## config.mk

```make
export PLATFORM = sky130hd
export DESIGN_NAME = int64_to_ascii_radix
export DESIGN_NICKNAME = d
export VERILOG_FILES = /design/src/sv/i2a_pkg.sv /design/src/sv/i2a_digit_row.sv /design/src/sv/int64_to_ascii_radix.sv
export SDC_FILE = /design/constraint.sdc
export NUM_CORES = 2
export LEC_CHECK = 0
export BUFFER_PORTS_ARGS = -buffer_cell sky130_fd_sc_hd__buf_4
export CAP_MARGIN = 20
export CORE_ASPECT_RATIO = 0.9
export CORE_MARGIN = 3
export CORE_UTILIZATION = 62
export CTS_CLUSTER_SIZE = 28
export DETAILED_ROUTE_END_ITERATION = 8
export PLACE_DENSITY_LB_ADDON = 0.05
export SETUP_SLACK_MARGIN = 0.4
export SLEW_MARGIN = 10
export SYNTH_ARGS = -nofsm -noshare
export SYNTH_HDL_FRONTEND = slang
export SYNTH_HIERARCHICAL = 1
export SYNTH_SLANG_ARGS = --single-unit
```

## constraint.sdc

```tcl
create_clock -name clk -period 12.7 [get_ports clk]
set_input_delay 0.635 -clock clk [delete_from_list [all_inputs] [get_ports clk]]
set_output_delay 0.635 -clock clk [all_outputs]
set_load 0.02 [all_outputs]
```

## src/sv/i2a_pkg.sv

```systemverilog
// shared constants, types and the digit-to-character function for the radix converter
`default_nettype none

package i2a_pkg;

	// defaults for the top-level parameters
	localparam int VALUE_BITS_DEF = 64;
	localparam int MAX_RADIX_DEF  = 36;

	// fixed field widths
	localparam int VALUE_W = 64;
	localparam int RADIX_W = 6;
	localparam int CHAR_W  = 8;

	// radix register reset and the special radix values
	localparam logic [RADIX_W-1:0] RADIX_RST = 6'd10;
	localparam logic [RADIX_W-1:0] MIN_RADIX = 6'd2;
	localparam logic [RADIX_W-1:0] DEC_RADIX = 6'd10;

	// character codes
	localparam logic [CHAR_W-1:0] CH_ZERO  = 8'h30;
	localparam logic [CHAR_W-1:0] CH_LA    = 8'h61;
	localparam logic [CHAR_W-1:0] CH_MINUS = 8'h2d;
	localparam logic [CHAR_W-1:0] CH_NUL   = 8'h00;
	localparam logic [CHAR_W-1:0] TEN      = 8'd10;

	// control from the sequencer to the digit row
	typedef struct packed {
		logic clr;
		logic feed;
		logic bit_in;
		logic shift;
	} row_ctl_t;

	// digit value to lower-case ascii
	function automatic logic [CHAR_W-1:0] digit_char(input logic [RADIX_W-1:0] d);
		logic [CHAR_W-1:0] dx;
		dx = {2'b00, d};
		if (dx < TEN) begin
			return CH_ZERO + dx;
		end else begin
			return CH_LA + dx - TEN;
		end
	endfunction

endpackage

`default_nettype wire

```

## src/sv/i2a_digit_row.sv

```systemverilog
// row of radix digit cells: shift-in doubling with a skewed carry wave, then shift-out
`default_nettype none

module i2a_digit_row #(
	parameter int NCELLS = 64,
	parameter int DIG_W  = 6,
	parameter int RDX_W  = 7
) (
	input  wire logic              clk,
	input  wire logic              arst_n,
	input  wire i2a_pkg::row_ctl_t ctl,
	input  wire logic [RDX_W-1:0]  radix,
	output logic      [DIG_W-1:0]  top_digit
);
	import i2a_pkg::*;

	logic [DIG_W-1:0] dig_q [NCELLS];
	logic [NCELLS-1:0] cy_q;
	logic [NCELLS-1:0] vl_q;
	logic [NCELLS-1:0] cin_v;
	logic [NCELLS-1:0] cin_b;
	logic [NCELLS-1:0] cout;
	logic [DIG_W-1:0] dig_nxt [NCELLS];
	logic [DIG_W-1:0] dig_below [NCELLS];

	genvar i;
	generate
		for (i = 0; i < NCELLS; i++) begin : g_cell
			logic [DIG_W:0] dbl;
			logic           ge;
			logic [DIG_W:0] red;

			// carry and valid come from the input for the first cell, else from below
			if (i == 0) begin : g_first
				assign cin_v[i]     = ctl.feed;
				assign cin_b[i]     = ctl.bit_in;
				assign dig_below[i] = '0;
			end else begin : g_next
				assign cin_v[i]     = vl_q[i-1];
				assign cin_b[i]     = cy_q[i-1];
				assign dig_below[i] = dig_q[i-1];
			end

			// digit times two plus carry, reduced once by the radix
			assign dbl        = {dig_q[i], cin_b[i]};
			assign ge         = (dbl >= radix);
			assign red        = ge ? (dbl - radix) : dbl;
			assign dig_nxt[i] = red[DIG_W-1:0];
			assign cout[i]    = ge;

			// digit storage: clear, shift toward the top, or update on the wave
			always_ff @(posedge clk) begin
				if (ctl.clr) begin
					dig_q[i] <= '0;
				end else if (ctl.shift) begin
					dig_q[i] <= dig_below[i];
				end else if (cin_v[i]) begin
					dig_q[i] <= dig_nxt[i];
				end
			end
		end
	endgenerate

	// carry wave registers between neighbor cells
	always_ff @(posedge clk or negedge arst_n) begin
		if (!arst_n) begin
			cy_q <= '0;
			vl_q <= '0;
		end else if (ctl.clr) begin
			cy_q <= '0;
			vl_q <= '0;
		end else begin
			cy_q <= cout & cin_v;
			vl_q <= cin_v;
		end
	end

	assign top_digit = dig_q[NCELLS-1];

`ifndef ASSERT_OFF
	// the row is never loaded and unloaded in the same cycle
	a_no_feed_shift: assert property (@(posedge clk) disable iff (!arst_n)
		!(ctl.feed && ctl.shift))
		else $error("digit row fed while shifting out");

	// the wave never carries out of the top cell
	a_no_overflow: assert property (@(posedge clk) disable iff (!arst_n)
		!(vl_q[NCELLS-1] && cy_q[NCELLS-1]))
		else $error("digit row overflow");

	// nothing is still moving in the row when digits start shifting out
	a_quiet_on_shift: assert property (@(posedge clk) disable iff (!arst_n)
		ctl.shift |-> (vl_q == '0))
		else $error("digit row shifted during conversion");
`endif

endmodule

`default_nettype wire

```

## src/sv/int64_to_ascii_radix.sv

```systemverilog
// integer to ascii converter in a programmable radix, top level
//
// Usage: write the radix (2 to MAX_RADIX) on cfg_wdata with cfg_we while the
// block is idle; it resets to 10. Each request on the input channel carries
// action (0 signed, 1 unsigned) and value. The block answers with a string of
// character requests on the output channel, most significant digit first, with
// last set on the final one. A signed request in radix 10 with a negative
// value starts with '-'. An invalid radix gives one request with out_char 0,
// last 1 and error 1.
// Timing: the input is taken only when the converter is idle. The value bits
// enter a row of VALUE_BITS digit cells one per cycle while the carry wave
// climbs toward the top cell. Leading zero digits are then dropped one per
// cycle and the characters leave one per cycle unless the receiver stalls.
// Reset clears the sequencer and the output valid flag and sets radix to 10.
// A stall on out_ready holds the current character and holds the sequencer
// in its sign, digit and error states.
`default_nettype none

module int64_to_ascii_radix #(
	parameter int VALUE_BITS = i2a_pkg::VALUE_BITS_DEF,
	parameter int MAX_RADIX  = i2a_pkg::MAX_RADIX_DEF
) (
	input  wire logic                         clk,
	input  wire logic                         arst_n,
	input  wire logic                         cfg_we,
	input  wire logic [i2a_pkg::RADIX_W-1:0]  cfg_wdata,
	input  wire logic                         in_valid,
	output logic                              in_ready,
	input  wire logic                         action,
	input  wire logic [i2a_pkg::VALUE_W-1:0]  value,
	output logic                              out_valid,
	input  wire logic                         out_ready,
	output logic      [i2a_pkg::CHAR_W-1:0]   out_char,
	output logic                              last,
	output logic                              error
);
	import i2a_pkg::*;

	localparam int NCELLS = VALUE_BITS;
	localparam int DIG_W  = $clog2(MAX_RADIX);
	localparam int RDX_W  = DIG_W + 1;
	localparam int CNT_W  = $clog2(VALUE_BITS + NCELLS + 1);
	localparam int REM_W  = $clog2(NCELLS + 1);
	localparam logic [CNT_W-1:0] CNT_FEED = CNT_W'(VALUE_BITS);
	localparam logic [CNT_W-1:0] CNT_END  = CNT_W'(VALUE_BITS + NCELLS - 1);
	localparam logic [REM_W-1:0] REM_ALL  = REM_W'(NCELLS);
	localparam logic [REM_W-1:0] REM_ONE  = REM_W'(1);

	typedef enum logic [5:0] {
		ST_IDLE = 6'b000001,
		ST_CONV = 6'b000010,
		ST_SKIP = 6'b000100,
		ST_SIGN = 6'b001000,
		ST_EMIT = 6'b010000,
		ST_ERR  = 6'b100000
	} state_t;

	state_t              state_q;
	state_t              state_d;
	logic [RADIX_W-1:0]  radix_q;
	logic [VALUE_BITS-1:0] sreg_q;
	logic                neg_q;
	logic [CNT_W-1:0]    cnt_q;
	logic [REM_W-1:0]    rem_q;
	logic                out_valid_q;
	logic [CHAR_W-1:0]   out_char_q;
	logic                last_q;
	logic                error_q;

	logic                acc;
	logic                rdx_ok;
	logic                neg_in;
	logic [VALUE_BITS-1:0] v_in;
	logic [VALUE_BITS-1:0] mag;
	logic                out_free;
	logic [DIG_W-1:0]    top_digit;
	logic [RDX_W-1:0]    row_radix;
	row_ctl_t            row_ctl;
	logic                ld;
	logic [CHAR_W-1:0]   ld_char;
	logic                ld_last;
	logic                ld_err;

	// radix register
	always_ff @(posedge clk or negedge arst_n) begin
		if (!arst_n) begin
			radix_q <= RADIX_RST;
		end else if (cfg_we) begin
			radix_q <= cfg_wdata;
		end
	end

	// input decode: radix check, sign and magnitude
	assign in_ready  = (state_q == ST_IDLE);
	assign acc       = in_valid && in_ready;
	assign rdx_ok    = (radix_q >= MIN_RADIX) && (radix_q <= RADIX_W'(MAX_RADIX));
	assign v_in      = value[VALUE_BITS-1:0];
	assign neg_in    = !action && (radix_q == DEC_RADIX) && v_in[VALUE_BITS-1];
	assign mag       = neg_in ? (~v_in + {{(VALUE_BITS-1){1'b0}}, 1'b1}) : v_in;
	assign row_radix = RDX_W'(radix_q);
	assign out_free  = !out_valid_q || out_ready;

	// sequencer
	always_comb begin
		state_d = state_q;
		row_ctl = '0;
		ld      = 1'b0;
		ld_char = CH_NUL;
		ld_last = 1'b0;
		ld_err  = 1'b0;
		case (state_q)
			ST_IDLE: begin
				if (acc) begin
					row_ctl.clr = 1'b1;
					state_d     = rdx_ok ? ST_CONV : ST_ERR;
				end
			end
			ST_CONV: begin
				if (cnt_q < CNT_FEED) begin
					row_ctl.feed   = 1'b1;
					row_ctl.bit_in = sreg_q[VALUE_BITS-1];
				end
				if (cnt_q == CNT_END) begin
					state_d = ST_SKIP;
				end
			end
			ST_SKIP: begin
				if ((top_digit == '0) && (rem_q > REM_ONE)) begin
					row_ctl.shift = 1'b1;
				end else begin
					state_d = neg_q ? ST_SIGN : ST_EMIT;
				end
			end
			ST_SIGN: begin
				if (out_free) begin
					ld      = 1'b1;
					ld_char = CH_MINUS;
					state_d = ST_EMIT;
				end
			end
			ST_EMIT: begin
				if (out_free) begin
					ld            = 1'b1;
					ld_char       = digit_char(RADIX_W'(top_digit));
					ld_last       = (rem_q == REM_ONE);
					row_ctl.shift = 1'b1;
					if (rem_q == REM_ONE) begin
						state_d = ST_IDLE;
					end
				end
			end
			ST_ERR: begin
				if (out_free) begin
					ld      = 1'b1;
					ld_char = CH_NUL;
					ld_last = 1'b1;
					ld_err  = 1'b1;
					state_d = ST_IDLE;
				end
			end
			default: begin
				state_d = ST_IDLE;
			end
		endcase
	end

	// sequencer registers and counters
	always_ff @(posedge clk or negedge arst_n) begin
		if (!arst_n) begin
			state_q <= ST_IDLE;
			cnt_q   <= '0;
			rem_q   <= '0;
			neg_q   <= 1'b0;
		end else begin
			state_q <= state_d;
			if (acc) begin
				cnt_q <= '0;
				rem_q <= REM_ALL;
				neg_q <= neg_in;
			end else begin
				if (state_q == ST_CONV) begin
					cnt_q <= cnt_q + 1'b1;
				end
				if (row_ctl.shift) begin
					rem_q <= rem_q - 1'b1;
				end
			end
		end
	end

	// value shift register, msb first
	always_ff @(posedge clk) begin
		if (acc) begin
			sreg_q <= mag;
		end else if (row_ctl.feed) begin
			sreg_q <= {sreg_q[VALUE_BITS-2:0], 1'b0};
		end
	end

	// output register
	always_ff @(posedge clk or negedge arst_n) begin
		if (!arst_n) begin
			out_valid_q <= 1'b0;
		end else if (ld) begin
			out_valid_q <= 1'b1;
		end else if (out_ready) begin
			out_valid_q <= 1'b0;
		end
	end

	always_ff @(posedge clk) begin
		if (ld) begin
			out_char_q <= ld_char;
			last_q     <= ld_last;
			error_q    <= ld_err;
		end
	end

	assign out_valid = out_valid_q;
	assign out_char  = out_char_q;
	assign last      = last_q;
	assign error     = error_q;

	i2a_digit_row #(
		.NCELLS (NCELLS),
		.DIG_W  (DIG_W),
		.RDX_W  (RDX_W)
	) u_row (
		.clk       (clk),
		.arst_n    (arst_n),
		.ctl       (row_ctl),
		.radix     (row_radix),
		.top_digit (top_digit)
	);

`ifndef ASSERT_OFF
	// an error request is a lone nul character
	a_err_form: assert property (@(posedge clk) disable iff (!arst_n)
		(out_valid_q && error_q) |-> (last_q && (out_char_q == CH_NUL)))
		else $error("malformed error request");

	// a minus sign never ends a string
	a_sign_not_last: assert property (@(posedge clk) disable iff (!arst_n)
		(out_valid_q && last_q && !error_q) |-> (out_char_q != CH_MINUS))
		else $error("string ends in a minus sign");

	// skipping leading zeros always keeps at least one digit
	a_keep_digit: assert property (@(posedge clk) disable iff (!arst_n)
		((state_q == ST_SKIP) || (state_q == ST_EMIT)) |-> (rem_q != '0))
		else $error("digit count ran out");

	// the last digit returns the sequencer to idle
	a_last_idle: assert property (@(posedge clk) disable iff (!arst_n)
		(ld && ld_last) |=> (state_q == ST_IDLE))
		else $error("sequencer busy after last character");
`endif

endmodule

`default_nettype wire
```

==> metrics.txt <==
status=complete, no violations; Min Clock Period, post-route=4424 ps; Slew Viols, Final=0; initial antenna violation count=0; clock skew=20.28 ps; CTS clock-pin slew for the worst setup and hold paths=60 ps; # IOs=88; remaining global-route overflow=0; metal3 WL=6585 microns; ANT nets after route=0; # rows=97; Clk Latency, worst-skew pair=620 ps; core area=78160 sq um; Seq/Total Area, Yosys=35.93%; DRT Pass-1 Iters=5; DR vias/cell=6.376; Setup WS pre-CTS=8016 ps; Worst Path Arrival=4870 ps; largest net degree at the start of global routing=112; number of CTS-inserted buffers=72; final std cells w/o fill=6364; Worst-Margin Slew=1106 ps; Setup-failing EPs final=0; FMAX=226.0 MHz; Detail Placement HPWL=81820 microns; DRC viols=0; RSZ-0062 raised after global routing=false; post-CTS setup buffers=0; Detailed Route WL=122600 microns; post-synth cell types=76; critical path peak fanout=86; hold slack final=38.43 ps; buffers added on ports=87; final core utilization=67.48%; crit share post-route=34.84%; per-cell routed wire length=19.27 microns; PnR Total Power=9.200 mW; number of global-route vias before repair=39210; CP Launch Type=flop; Post-synth EDFFs=458; clock root buffer=clkbuf_16; antenna diode count=0; Max Cap Viol=0; Chip Height=272.9 microns; Area Growth Syn to Fin=7.464%; post-synthesis area per instance=9.233 sq um; slew margin rel.=26.29%; layout cells sized above 1=5.934%; prevailing post-synth register cell=edfxtp_1; Final Hold Viols=0; Synth warnings=6; global placer's final weighted congestion=0.8715; Final Cell Area=52750 sq um; Power Density=174.4 nW/um^2; CTS tree=yes; WP data required=13150 ps; first-pass GRT wire length=201300 microns; Fin Setup TNS=0 ps; post-route setup slack=8276 ps; die area=82580 sq um; Post-Synthesis Cells=5316; Post-Syn Area=49080 sq um; placed insts=6228; placed cell area=50320 sq um; Max IR drop VDD=0.1282 mV; Starting Density=62.80%; WL met2=56730 microns; Die X=302.6 microns; critical path type=flop to flop; NumNets Final=5927; post-CTS sizing=0; filler cell count=6347; Yosys reg bits=613; WL met1=56300 microns; H-tree lvl count=3; top layer in use=met4; leak pwr=20.51 nW; CTS Sinks=613; 1st-iter DRT viols=3074; clock buffer depth=3; gr usage total=29.45%; Worst Hold Class=primary input to asynchronous set/reset pin; CTS Hold Buffers Added=0; Synth async-reset ratio=25.29%; Worst Setup End Kind=flop; syn nets=5977; via count=40570
## synthesized netlist by cell type (all sizes together) (64+ instances only)
cell | number | area share, %
nand2 | 777 | 5.9
ha | 521 | 13
edfxtp | 458 | 28
o211ai | 379 | 5.8
nor2 | 318 | 2.4
o21ai | 316 | 3.2
a21oi | 275 | 3.2
clkbuf | 177 | 1.4
xnor2 | 171 | 3.1
inv | 159 | 1.2
dfrtp | 152 | 7.7
nor2b | 139 | 1.8
a21o | 130 | 2.0
and2 | 127 | 1.6
or3 | 127 | 1.6
and3 | 121 | 1.5
xor2 | 92 | 1.6
nand2b | 91 | 1.2
a31oi | 80 | 1.1
nand3 | 79 | 0.81
nor4 | 75 | 0.97
or2 | 65 | 0.83
fa | 64 | 2.6
## worst max-delay path: stages, from the launching register on
cell and delay [ps]:
dfrtp_1 430, or4_1 580, or4_1 660, o21ai_4 310, nor2b_4 270, buf_4 500, buf_12 330, buf_4 820
nand2_1 150, o211ai_1 140
## per-layer routing
metal / global-route usage (%) / vias up
met5: 0 / -
met4: 7.815 / 0
met3: 3.598 / 227
met2: 47.97 / 1180
met1: 41.68 / 19510
li1: - / 19660
## flip-flops by register name, summed over array words and instances (netlist names), 6 cells and up
register / count
cnt_q: 8
out_char: 8
sreg_q: 64
rem_q: 7
u_row/cy_q: 63
radix_q: 6
state_q: 6
u_row/dig_q: 384
u_row/vl_q: 63
## cell families (layout without fill, tap and decap cells)
group / after synthesis / count (layout) / synth area share [%]
compound gates: 1424 / 1424 / 19.96
other cells: 1 / 1 / 0.007640
mux: 10 / 10 / 0.2218
xor+xnor: 263 / 263 / 4.693
fa+ha+maj: 585 / 585 / 15.89
flops: 613 / 613 / 35.93
buf+inv: 396 / 405 / 3.161
simple gates: 2024 / 2024 / 20.14
## placed cells by master (no fill, tap or decap), types with 121 or more instances in the layout
cell type / n
and3_1: 121
o211ai_1: 379
dfrtp_1: 151
xnor2_1: 171
o21ai_0: 244
nor2b_1: 138
inv_1: 153
or3_1: 127
nor2_1: 317
edfxtp_1: 458
ha_1: 521
a21o_1: 130
nand2_1: 776
a21oi_1: 223
## area by class of cell
type	instances	area, sq um	share of cell area (%)
clock inverters	21	195.2	0.3701
clock buffers	112	2158	4.092
repair buffers	113	904.6	1.715
well taps	1039	1300	2.465
flip-flops and latches	613	17640	33.45
inverters	159	614.3	1.165
multi-input cells	4307	29930	56.74
## worst paths after layout
check | startpoint | to | slack [ps] | cells past startpoint
worst max-delay path | state_q[3] | u_row/dig_q[1][3] | 8280 | 9
worst min-delay path | arst_n | u_row/vl_q[1] | 40 | 1
worst max register to register | state_q[3] | u_row/dig_q[1][3] | 8280 | 9
worst min register to register | sreg_q[45] | sreg_q[46] | 510 | 2
max in group asynchronous | arst_n | radix_q[1] | 11310 | 3
min in group clk | cfg_wdata[3] | radix_q[3] | 260 | 2
## where the power goes
part / leakage, nW / internal, mW / total [mW] / switching, mW
clock: 1.16 / 1.23 / 2.10 / 0.863
combinational: 12.8 / 1.44 / 3.83 / 2.39
sequential: 6.51 / 2.86 / 3.28 / 0.415
total: 20.5 / 5.53 / 9.20 / 3.67
No activity file was read; power rests on OpenSTA's default activity.
